--- src/hlsrgb_pkg.sv ---
// Shared constants and types for the HLS to RGB converter.
// No dependencies; imported by every module of the block.
package hlsrgb_pkg;

    // Fixed-point scaling of lightness and saturation
    localparam int FRAC_BITS = 12;

    // Port field widths
    localparam int HUE_W = 15;
    localparam int LS_W  = 13;
    localparam int CH_W  = 8;

    // Clamped lightness/saturation and the m1/m2 products (scaled by one*one)
    localparam int L_W   = FRAC_BITS + 1;
    localparam int CMP_W = (LS_W > L_W) ? LS_W : L_W;
    localparam int M_W   = 2 * FRAC_BITS + 1;
    localparam logic [CMP_W-1:0] ONE = CMP_W'(1) << FRAC_BITS;
    localparam logic [CMP_W-1:0] HALF = CMP_W'(1) << (FRAC_BITS - 1);

    // Hue angles in 1/64 degree
    localparam logic [HUE_W-1:0] FULL_TURN = HUE_W'(23040);
    localparam logic [HUE_W-1:0] DEG60     = HUE_W'(3840);
    localparam logic [HUE_W-1:0] DEG120    = HUE_W'(7680);
    localparam logic [HUE_W-1:0] DEG180    = HUE_W'(11520);
    localparam logic [HUE_W-1:0] DEG240    = HUE_W'(15360);

    // Ramp position (0..3840) and the channel numerator
    localparam int SEG_W  = 12;
    localparam int PROD_W = M_W + SEG_W;

    // Numerator over 2^(2F) stays below 3841; divide by 15 with a reciprocal
    localparam int X_W         = 12;
    localparam int RECIP_W     = 15;
    localparam logic [RECIP_W-1:0] RECIP = RECIP_W'(17477);
    localparam int RECIP_SHIFT = 18;
    localparam int QP_W        = X_W + RECIP_W;
    localparam int Q_W         = QP_W - RECIP_SHIFT;
    localparam logic [Q_W-1:0] CH_MAX = Q_W'(255);

    // Per-stage load enables from the top-level flow control
    typedef struct packed {
        logic s1;
        logic s2;
        logic s3;
        logic s4;
        logic s5;
    } stage_load_t;

endpackage

--- src/hlsrgb_front.sv ---
// Front end: clamps inputs, wraps the three channel hues, forms m1 and m2-m1.
// Depends on hlsrgb_pkg. Occupies pipeline stages 1 and 2.
module hlsrgb_front
    import hlsrgb_pkg::*;
(
    input  logic              clk,
    input  stage_load_t       ld,
    input  logic [HUE_W-1:0]  hue,
    input  logic [LS_W-1:0]   lightness,
    input  logic [LS_W-1:0]   saturation,
    output logic [HUE_W-1:0]  hue_red,
    output logic [HUE_W-1:0]  hue_green,
    output logic [HUE_W-1:0]  hue_blue,
    output logic [M_W-1:0]    m1,
    output logic [M_W-1:0]    diff
);

    logic [L_W-1:0]   l1_reg, l1_next;
    logic [L_W-1:0]   s1_reg, s1_next;
    logic [HUE_W-1:0] hr1_reg, hr1_next;
    logic [HUE_W-1:0] hg1_reg, hg1_next;
    logic [HUE_W-1:0] hb1_reg, hb1_next;

    logic [HUE_W-1:0] hr2_reg, hg2_reg, hb2_reg;
    logic [M_W-1:0]   m1_reg, m1_next;
    logic [M_W-1:0]   d_reg, d_next;

    logic [CMP_W-1:0] l_ext, s_ext;
    logic [HUE_W:0]   h_plus120, h_plus240;
    logic [2*L_W-1:0] ls_prod;
    logic [M_W:0]     l_sh, s_sh, m2_wide, m1_wide;
    logic [M_W-1:0]   m2_val;

    // Stage 1: saturate lightness/saturation to 1.0, wrap hues into one turn
    always_comb
    begin
        l_ext   = CMP_W'(lightness);
        s_ext   = CMP_W'(saturation);
        l1_next = (l_ext > ONE) ? L_W'(ONE) : L_W'(l_ext);
        s1_next = (s_ext > ONE) ? L_W'(ONE) : L_W'(s_ext);

        hg1_next = (hue >= FULL_TURN) ? hue - FULL_TURN : hue;
        h_plus120 = {1'b0, hg1_next} + {1'b0, DEG120};
        h_plus240 = {1'b0, hg1_next} + {1'b0, DEG240};
        hr1_next = (h_plus120 >= {1'b0, FULL_TURN}) ?
                   HUE_W'(h_plus120 - {1'b0, FULL_TURN}) : HUE_W'(h_plus120);
        hb1_next = (h_plus240 >= {1'b0, FULL_TURN}) ?
                   HUE_W'(h_plus240 - {1'b0, FULL_TURN}) : HUE_W'(h_plus240);
    end

    // Stage 2: m2 and m1 scaled by one*one, passed on as m1 and m2-m1
    always_comb
    begin
        ls_prod = l1_reg * s1_reg;
        l_sh    = (M_W+1)'(l1_reg) << FRAC_BITS;
        s_sh    = (M_W+1)'(s1_reg) << FRAC_BITS;
        if (CMP_W'(l1_reg) <= HALF)
        begin
            m2_wide = l_sh + (M_W+1)'(ls_prod);
        end
        else
        begin
            m2_wide = l_sh + s_sh - (M_W+1)'(ls_prod);
        end
        m2_val  = M_W'(m2_wide);
        m1_wide = (l_sh << 1) - m2_wide;
        m1_next = M_W'(m1_wide);
        d_next  = m2_val - m1_next;
    end

    always_ff @(posedge clk)
    begin
        if (ld.s1)
        begin
            l1_reg  <= l1_next;
            s1_reg  <= s1_next;
            hr1_reg <= hr1_next;
            hg1_reg <= hg1_next;
            hb1_reg <= hb1_next;
        end
        if (ld.s2)
        begin
            hr2_reg <= hr1_reg;
            hg2_reg <= hg1_reg;
            hb2_reg <= hb1_reg;
            m1_reg  <= m1_next;
            d_reg   <= d_next;
        end
    end

    assign hue_red   = hr2_reg;
    assign hue_green = hg2_reg;
    assign hue_blue  = hb2_reg;
    assign m1        = m1_reg;
    assign diff      = d_reg;

endmodule

--- src/hlsrgb_channel.sv ---
// One color channel: piecewise linear hue function, scale to 8 bits, clamp.
// Depends on hlsrgb_pkg. Occupies pipeline stages 3, 4 and 5.
module hlsrgb_channel
    import hlsrgb_pkg::*;
(
    input  logic              clk,
    input  stage_load_t       ld,
    input  logic [HUE_W-1:0]  hue_ch,
    input  logic [M_W-1:0]    m1,
    input  logic [M_W-1:0]    diff,
    output logic [CH_W-1:0]   value
);

    logic [SEG_W-1:0]  ramp;
    logic [PROD_W-1:0] prod_reg, prod_next;
    logic [PROD_W-1:0] base_reg, base_next;
    logic [PROD_W-1:0] num;
    logic [X_W-1:0]    x_reg, x_next;
    logic [QP_W-1:0]   qp;
    logic [Q_W-1:0]    q;
    logic [CH_W-1:0]   val_reg, val_next;

    // Stage 3: ramp position for the hue segment, (m2-m1)*ramp and m1*60deg
    always_comb
    begin
        priority if (hue_ch < DEG60)
        begin
            ramp = SEG_W'(hue_ch);
        end
        else if (hue_ch < DEG180)
        begin
            ramp = SEG_W'(DEG60);
        end
        else if (hue_ch < DEG240)
        begin
            ramp = SEG_W'(DEG240 - hue_ch);
        end
        else
        begin
            ramp = '0;
        end
        prod_next = PROD_W'(diff) * PROD_W'(ramp);
        base_next = PROD_W'(m1) * PROD_W'(DEG60);
    end

    // Stage 4: numerator, drop the one*one scale (256 cancels against 60deg)
    always_comb
    begin
        num    = base_reg + prod_reg;
        x_next = num[2*FRAC_BITS +: X_W];
    end

    // Stage 5: divide by 15 through the reciprocal, saturate at 255
    always_comb
    begin
        qp       = QP_W'(x_reg) * QP_W'(RECIP);
        q        = qp[RECIP_SHIFT +: Q_W];
        val_next = (q > CH_MAX) ? CH_W'(CH_MAX) : CH_W'(q);
    end

    always_ff @(posedge clk)
    begin
        if (ld.s3)
        begin
            prod_reg <= prod_next;
            base_reg <= base_next;
        end
        if (ld.s4)
        begin
            x_reg <= x_next;
        end
        if (ld.s5)
        begin
            val_reg <= val_next;
        end
    end

    assign value = val_reg;

endmodule

--- src/hls_to_rgb_converter.sv ---
// HLS to RGB converter, five-stage pipeline: throughput one color per cycle
// while the output is not stalled.
// Each stage loads when it is empty or the stage after it moves, so bubbles
// close up under output stall.
// Reset (rst_n, async active low) clears only the stage valid bits.
// Depends on hlsrgb_pkg, hlsrgb_front and hlsrgb_channel.
module hls_to_rgb_converter
    import hlsrgb_pkg::*;
(
    input  logic              clk,
    input  logic              rst_n,
    input  logic              in_valid,
    output logic              in_stall,
    input  logic [HUE_W-1:0]  hue,
    input  logic [LS_W-1:0]   lightness,
    input  logic [LS_W-1:0]   saturation,
    output logic              out_valid,
    input  logic              out_stall,
    output logic [CH_W-1:0]   red,
    output logic [CH_W-1:0]   green,
    output logic [CH_W-1:0]   blue
);

    logic [4:0]       valid_reg, valid_next;
    stage_load_t      ld;
    logic [HUE_W-1:0] hue_red, hue_green, hue_blue;
    logic [M_W-1:0]   m1, diff;

    // Load enables ripple back from the output
    always_comb
    begin
        ld.s5 = !valid_reg[4] || !out_stall;
        ld.s4 = !valid_reg[3] || ld.s5;
        ld.s3 = !valid_reg[2] || ld.s4;
        ld.s2 = !valid_reg[1] || ld.s3;
        ld.s1 = !valid_reg[0] || ld.s2;

        valid_next[0] = ld.s1 ? in_valid     : valid_reg[0];
        valid_next[1] = ld.s2 ? valid_reg[0] : valid_reg[1];
        valid_next[2] = ld.s3 ? valid_reg[1] : valid_reg[2];
        valid_next[3] = ld.s4 ? valid_reg[2] : valid_reg[3];
        valid_next[4] = ld.s5 ? valid_reg[3] : valid_reg[4];
    end

    always_ff @(posedge clk or negedge rst_n)
    begin
        if (!rst_n)
        begin
            valid_reg <= '0;
        end
        else
        begin
            valid_reg <= valid_next;
        end
    end

    assign in_stall  = !ld.s1;
    assign out_valid = valid_reg[4];

    hlsrgb_front u_front
    (
        .clk        (clk),
        .ld         (ld),
        .hue        (hue),
        .lightness  (lightness),
        .saturation (saturation),
        .hue_red    (hue_red),
        .hue_green  (hue_green),
        .hue_blue   (hue_blue),
        .m1         (m1),
        .diff       (diff)
    );

    hlsrgb_channel u_red
    (
        .clk    (clk),
        .ld     (ld),
        .hue_ch (hue_red),
        .m1     (m1),
        .diff   (diff),
        .value  (red)
    );

    hlsrgb_channel u_green
    (
        .clk    (clk),
        .ld     (ld),
        .hue_ch (hue_green),
        .m1     (m1),
        .diff   (diff),
        .value  (green)
    );

    hlsrgb_channel u_blue
    (
        .clk    (clk),
        .ld     (ld),
        .hue_ch (hue_blue),
        .m1     (m1),
        .diff   (diff),
        .value  (blue)
    );

endmodule

--- config.mk ---
export PLATFORM = sky130hd
export DESIGN_NAME = hls_to_rgb_converter
export DESIGN_NICKNAME = d
export VERILOG_FILES = /design/src/hlsrgb_pkg.sv /design/src/hlsrgb_front.sv /design/src/hlsrgb_channel.sv /design/src/hls_to_rgb_converter.sv
export SDC_FILE = /design/constraint.sdc
export NUM_CORES = 2
export LEC_CHECK = 0
export BUFFER_PORTS_ARGS = -buffer_cell sky130_fd_sc_hd__buf_4
export CORE_UTILIZATION = 45
export DETAILED_ROUTE_END_ITERATION = 10
export GPL_ROUTABILITY_DRIVEN = 0
export PLACE_DENSITY_LB_ADDON = 0.1
export SETUP_SLACK_MARGIN = 0.1
export SKIP_CTS_REPAIR_TIMING = 1
export SYNTH_ARGS = -nofsm -noshare
export SYNTH_HDL_FRONTEND = slang
export SYNTH_SLANG_ARGS = --single-unit
--- constraint.sdc ---
create_clock -name clk -period 10.55 [get_ports clk]
set_input_delay 0 -clock clk [delete_from_list [all_inputs] [get_ports clk]]
set_output_delay 0 -clock clk [all_outputs]
set_load 0.1 [all_outputs]
# Yosys cells after proc, flatten, opt, wreduce, memory -nomap -nowiden
# Index checks and enable logic that the tools add are counted.
# word_totals
ff_bits	367
latch_bits	0
ram_bits	0
mem_bits_ro	0
in_bits	45
output_inout_bits	26
word_cells	92
memories	0
# classes
addsub	16
n_mul	8
div_mod_pow	0
magnitude_cmp	18
eq_ne	0
shift	0
muxes	13
n_bitwise	0
reduce_logical	12
# op_table
cell	count
$add 36x36->36	3
$mul 25x12->36	3
$mux 12	9
$lt 15x14->1 const B	6
$mul 12x15->27 const B	3
$sub 25x25->25	3
$add 25x25->25	2
$lt 15x12->1 const B	3
$mux 15	3
$sub 15x15->15 const B	3
$sub 12x12->12 const A	3
$ge 16x15->1 const B	2
$mul 25x4->28 const B	1
$gt 9x8->1 const B	3
$gt 13x13->1 const B	2
$mul 13x13->25	1
$mux 25	1
$add 15x13->16 const B	1
$add 15x14->16 const B	1
$ge 15x15->1 const B	1
$le 13x12->1 const B	1
$logic_not 1->1	7
$logic_or 1x1->1	5

# Logic depth before layout (Yosys ltp)
# depth
depth_word	7
ltp_mapped	47

# By module
# From an unflattened synthesis, not the netlist that was laid out.
# unflattened
cells_unflattened	6460
hier_area_um2	62530.0
# by_module_without_submodules
mod	instances	cells_each	area_each_um2
hlsrgb_channel (u_green)	1	1670	16039.1
hlsrgb_channel (u_red)	1	1659	16022.9
hlsrgb_channel (u_blue)	1	1636	15850.2
hlsrgb_front	1	1477	14407.6
hls_to_rgb_converter	1	18	210.2

# Least setup slack after synthesis
# No wires, ideal clock.
# synth_path
path_kind	reg2reg
start	register u_front.l1_reg[6]
end	register u_front.d_reg[23], in the netlist u_front.diff[23], data pin
setup_ps	271
arrival_time_ps	10102
required_time_ps	10279
setup_slack_ps	177
stages_incl_launch_ff	48
path_cell_list	edfxtp_1 > buf_2 > clkbuf_1 > and2_1 > fa_1 > inv_1 > fa_1 > inv_1 > fa_1 > inv_1 > fa_1 > fa_1 > inv_1 > ha_1 > o21ai_0 > o21ai_0 > a21o_1 > a21oi_1 > (+12 left out) > nor2_1 > inv_1 > ha_1 > a21o_1 > a21oi_1 > o31ai_1 > maj3_1 > maj3_1 > maj3_1 > a21o_1 > a21oi_1 > xor2_1 > ha_1 > buf_1 > nand3_1 > o21ai_0 > a211oi_1 > o311ai_1
# synth_between
elab_chain_len	5
# synth_lines
element	line	text
start, declared	hlsrgb_front.sv:18	logic [L_W-1:0] l1_reg, l1_next;
start signal, assigned	hlsrgb_front.sv:75	l1_reg <= l1_next;
$mul 13x13->25 or $add 25x25->25 (tied branches)	hlsrgb_front.sv:54, hlsrgb_front.sv:63	
$sub 25x25->25 or $add 25x25->25 (tied branches)	hlsrgb_front.sv:63, hlsrgb_front.sv:59	
$mux 25	hlsrgb_front.sv:57	if (CMP_W'(l1_reg) <= HALF)
$sub 25x25->25	hlsrgb_front.sv:66	m1_wide = (l_sh << 1) - m2_wide;
$sub 25x25->25 (*)	hlsrgb_front.sv:68	d_next = m2_val - m1_next;
net u_front.d_next[23]	hlsrgb_front.sv:26	logic [M_W-1:0] d_reg, d_next;
end signal, assigned	hlsrgb_front.sv:87	d_reg <= d_next;
end, declared	hlsrgb_front.sv:26	
# The timed path passes the listed nets; every way through them passes the cells marked *.
# A chain may end at the register's enable or synchronous reset.

# Final worst setup path
# layout_path
start	register u_front.s1_reg[3]
end	register u_front.d_reg[24], in the netlist u_front.diff[24], data pin
# layout_between
elab_chain_len	5
# layout_lines
element	line	text
start, declared	hlsrgb_front.sv:19	logic [L_W-1:0] s1_reg, s1_next;
start signal, assigned	hlsrgb_front.sv:76	s1_reg <= s1_next;
$mul 13x13->25 or $add 25x25->25 (tied branches)	hlsrgb_front.sv:54, hlsrgb_front.sv:63	
$sub 25x25->25 or $add 25x25->25 (tied branches)	hlsrgb_front.sv:63, hlsrgb_front.sv:59	
$mux 25 (*)	hlsrgb_front.sv:57	
$sub 25x25->25	hlsrgb_front.sv:66	
$sub 25x25->25 (*)	hlsrgb_front.sv:68	
net u_front.d_next[24]	hlsrgb_front.sv:26	
# Marks and branches as above.

==> impl_metrics.py <==
metrics = {
    "yosys": {
        "yosysSeqAreaShare_pct": 17.0,
        "postSynth.topFlopCell": "sky130_fd_sc_hd__edfxtp_1",
        "synthTopCellsByArea": "sky130_fd_sc_hd__fa_1, sky130_fd_sc_hd__edfxtp_1, sky130_fd_sc_hd__ha_1",
        "synthesis.area_um2": 53800,
        "synth_async_sr_flop_share_pct": 1.64,
        "yosys_register_bits": 305,
        "yosys-top-cells-count": "sky130_fd_sc_hd__inv_1, sky130_fd_sc_hd__fa_1, sky130_fd_sc_hd__nand2_1",
        "synth_top_area_share_pct": 33.6,
        "leading_area_contributor_after_synthesis": "sky130_fd_sc_hd__fa_1",
        "count_of_flip_flops_with_a_built_in_enable_after_synthesis": 300,
        "netlist-cell-type-count": 95,
        "synth.avg_cell_area_um2": 9.73,
        "synthCells": 5529,
        "yosys.cell_count.top_type": "sky130_fd_sc_hd__inv_1",
        "synth-warning-count": 0,
    },
    "detailed_routing": {
        "num_vias": 37100,
        "wl_um": 128000,
        "ant_nets": 0,
        "drt_first_iter_violations": 1729,
        "route.detailed.vias_per_inst": 5.16,
        "routedWlPerCell_um": 17.8,
        "firstDrtPassIters": 5,
        "drc": 0,
    },
    "cts": {
        "clkTransAtPathRegs_ns": 0.06,
        "htreeDepth": 2,
        "cts.sinks": 305,
        "cts_inserted_buffers": 41,
        "tritoncts": "done",
        "max_clock_buf_depth": 3,
        "root_buffer": "sky130_fd_sc_hd__clkbuf_16",
        "clk_latency_ns": 0.61,
    },
    "worst_setup_path": {
        "cp-start-kind": "flop",
        "timing.critical_path.to_type": "flop",
        "cpPeakStageDelay_ns": 0.52,
        "setup.worst_path.class": "flop to flop",
        "cp_slowest_cell": "sky130_fd_sc_hd__edfxtp_1",
        "crit_top_cell": "sky130_fd_sc_hd__fa_1",
        "crit_path_max_fanout": 10,
        "critPathTopFamily": "adder cells",
        "timing.critical_path.arrival_ns": 10.39,
        "crit_buf_inv": 8,
        "rr_worst_depth": 43,
        "crit-reg2reg-capture": "u_front.diff[24]",
        "required_ns": 10.88,
        "r2r_setup_slack_ns": 0.50,
        "critical_path.reg2reg.startpoint": "u_front.s1_reg[3]",
    },
    "grt": {
        "grt_pass1_wl_um": 210000,
        "grt_max_degree": 61,
        "grt-ovfl-total": 0,
        "antenna_violations_before_repair": 4,
        "track_usage_pct": 21.9,
        "first_global_vias": 39300,
    },
    "floorplanning": {
        "die_height_um": 348,
        "initial_cell_density_of_the_core_pct": 45.5,
        "die_w_um": 348,
        "core_region_area_um2": 118000,
        "pin_count": 71,
        "dieArea_um2": 121000,
        "core.rowCount": 126,
    },
    "cells_and_area": {
        "fill_cells": 11100,
        "multi_input_comb_area_um2": 40400,
        "fraction_of_final_layout_cells_with_drive_strength_greater_than_1_pct": 6.61,
        "sequential_cell_area_um2": 9130,
        "design.final.nets": 7181,
        "area_growth_syn_to_layout_pct": 8.93,
    },
    "timing": {
        "setup_ws_ns": 0.499,
        "clock_skew_ns": 0.0336,
        "timing.max_slew.rel_slack_pct": 24.7,
        "report.final.slew_viol_count": 0,
        "setup-tns-final_ns": 0,
        "setup_viol": 0,
        "finalHoldViolCount": 0,
        "finalWorstPathRequiredPeriod_ns": 10.05,
        "worst_pin_slew_ns": 1.13,
        "period_share_pct": 95.3,
        "rsz_0062_raised_after_global_routing": "no",
        "max_freq_mhz": 99.5,
    },
    "status": {
        "run_status": "finished clean",
    },
    "placed_design": {
        "hpwlAfterDp_um": 102000,
        "port_buffers": 70,
        "place_ws_ns": 0.0755,
    },
    "hold_path": {
        "timing.hold.worst_endpoint": "u_front.hg1_reg[12]",
        "min_delay_path_depth": 3,
        "min-delay-start": "hue[12]",
        "hp-class": "input port to flop",
    },
    "flow_run": {
        "cap_viol_max_count": 0,
    },
}
[tightest hold or removal path, delay by kind of cell]
family	cells	cell delay, ns
XOR/XNOR	1	0.22
buffers and inverters	2	0.27
[metrics by stage]
stage | hold slack, ns | instance area (µm²) | cells | util (%)
floorplan | -0.296 | 53900 | 5548 | -
global placement | -0.194 | 56500 | 7062 | 47.8
detailed placement | -0.193 | 56500 | 7062 | 47.8
CTS | -0.853 | 57900 | 7137 | 49.0
global route | 0.0140 | 58600 | 7192 | 49.6
finish | 0.00382 | 58600 | 7193 | 49.6
[worst max-delay path by stage]
stage / slack, ns / depth (start not counted) / to / startpoint
2_1_floorplan: 0.18 / 47 / u_front.diff[23] / u_front.l1_reg[6]
4_1_cts: 0.04 / 44 / u_front.diff[23] / u_front.s1_reg[2]
5_1_grt: 0.05 / 43 / u_front.diff[23] / u_front.s1_reg[1]
6_report: 0.50 / 43 / u_front.diff[24] / u_front.s1_reg[3]
3_3_place_gp: 0.22 / 42 / u_front.diff[23] / u_front.s1_reg[2]
3_5_place_dp: 0.08 / 42 / u_front.diff[23] / u_front.s1_reg[2]
[layer usage]
layer  GRT usage (%)  wire length, µm  up-vias
met5               0               34        -
met4            4.48             2250        4
met3            3.31             6780      126
met2            36.4            60100      687
met1            30.2            58800    18700
li1                -                -    17600
[cell usage in the layout (no fill, tap or decap), types with 10 or more instances in the layout]
master,n
sky130_fd_sc_hd__a211oi_1,11
sky130_fd_sc_hd__a21o_1,78
sky130_fd_sc_hd__a21oi_1,149
sky130_fd_sc_hd__a21oi_2,13
sky130_fd_sc_hd__a22o_1,13
sky130_fd_sc_hd__a31o_2,10
sky130_fd_sc_hd__a31oi_1,22
sky130_fd_sc_hd__and2_1,276
sky130_fd_sc_hd__and3_1,13
sky130_fd_sc_hd__buf_4,203
sky130_fd_sc_hd__clkbuf_16,42
sky130_fd_sc_hd__conb_1,21
sky130_fd_sc_hd__dlygate4sd3_1,46
sky130_fd_sc_hd__edfxtp_1,300
sky130_fd_sc_hd__fa_1,902
sky130_fd_sc_hd__ha_1,607
sky130_fd_sc_hd__inv_1,985
sky130_fd_sc_hd__nand2_1,783
sky130_fd_sc_hd__nand2b_1,47
sky130_fd_sc_hd__nand3_1,39
sky130_fd_sc_hd__nor2_1,169
sky130_fd_sc_hd__nor2b_1,144
sky130_fd_sc_hd__nor3_1,53
sky130_fd_sc_hd__o21a_1,39
sky130_fd_sc_hd__o21ai_0,93
sky130_fd_sc_hd__o21bai_1,33
sky130_fd_sc_hd__o22a_1,15
sky130_fd_sc_hd__or2_2,14
sky130_fd_sc_hd__or3_1,17
sky130_fd_sc_hd__xnor2_1,191
sky130_fd_sc_hd__xor2_1,75
[final cells by class]
| cell class | count | area share [%] |
|---|---|---|
| diodes | 1 | 0.00427 |
| clock inverters | 30 | 0.636 |
| inverters | 989 | 6.33 |
| multi-input cells | 4036 | 68.9 |
| well taps | 1536 | 3.28 |
| flip-flops and latches | 305 | 15.6 |
| clock buffers | 45 | 1.81 |
| repair buffers | 251 | 3.43 |
[logic make-up after synthesis]
family | synth area share [%]
multiplexers | 0.233
other | 0.0140
XOR/XNOR | 4.61
buffers and inverters | 8.47
AO/OA/AOI/OAI | 7.65
adder cells (fa/ha/maj) | 47.8
AND/OR/NAND/NOR | 14.2
flip-flops | 17.0
Power is left out: the tool's default activity adds up to more than one toggle a clock period on the data nets, which glitch-free logic cannot reach.
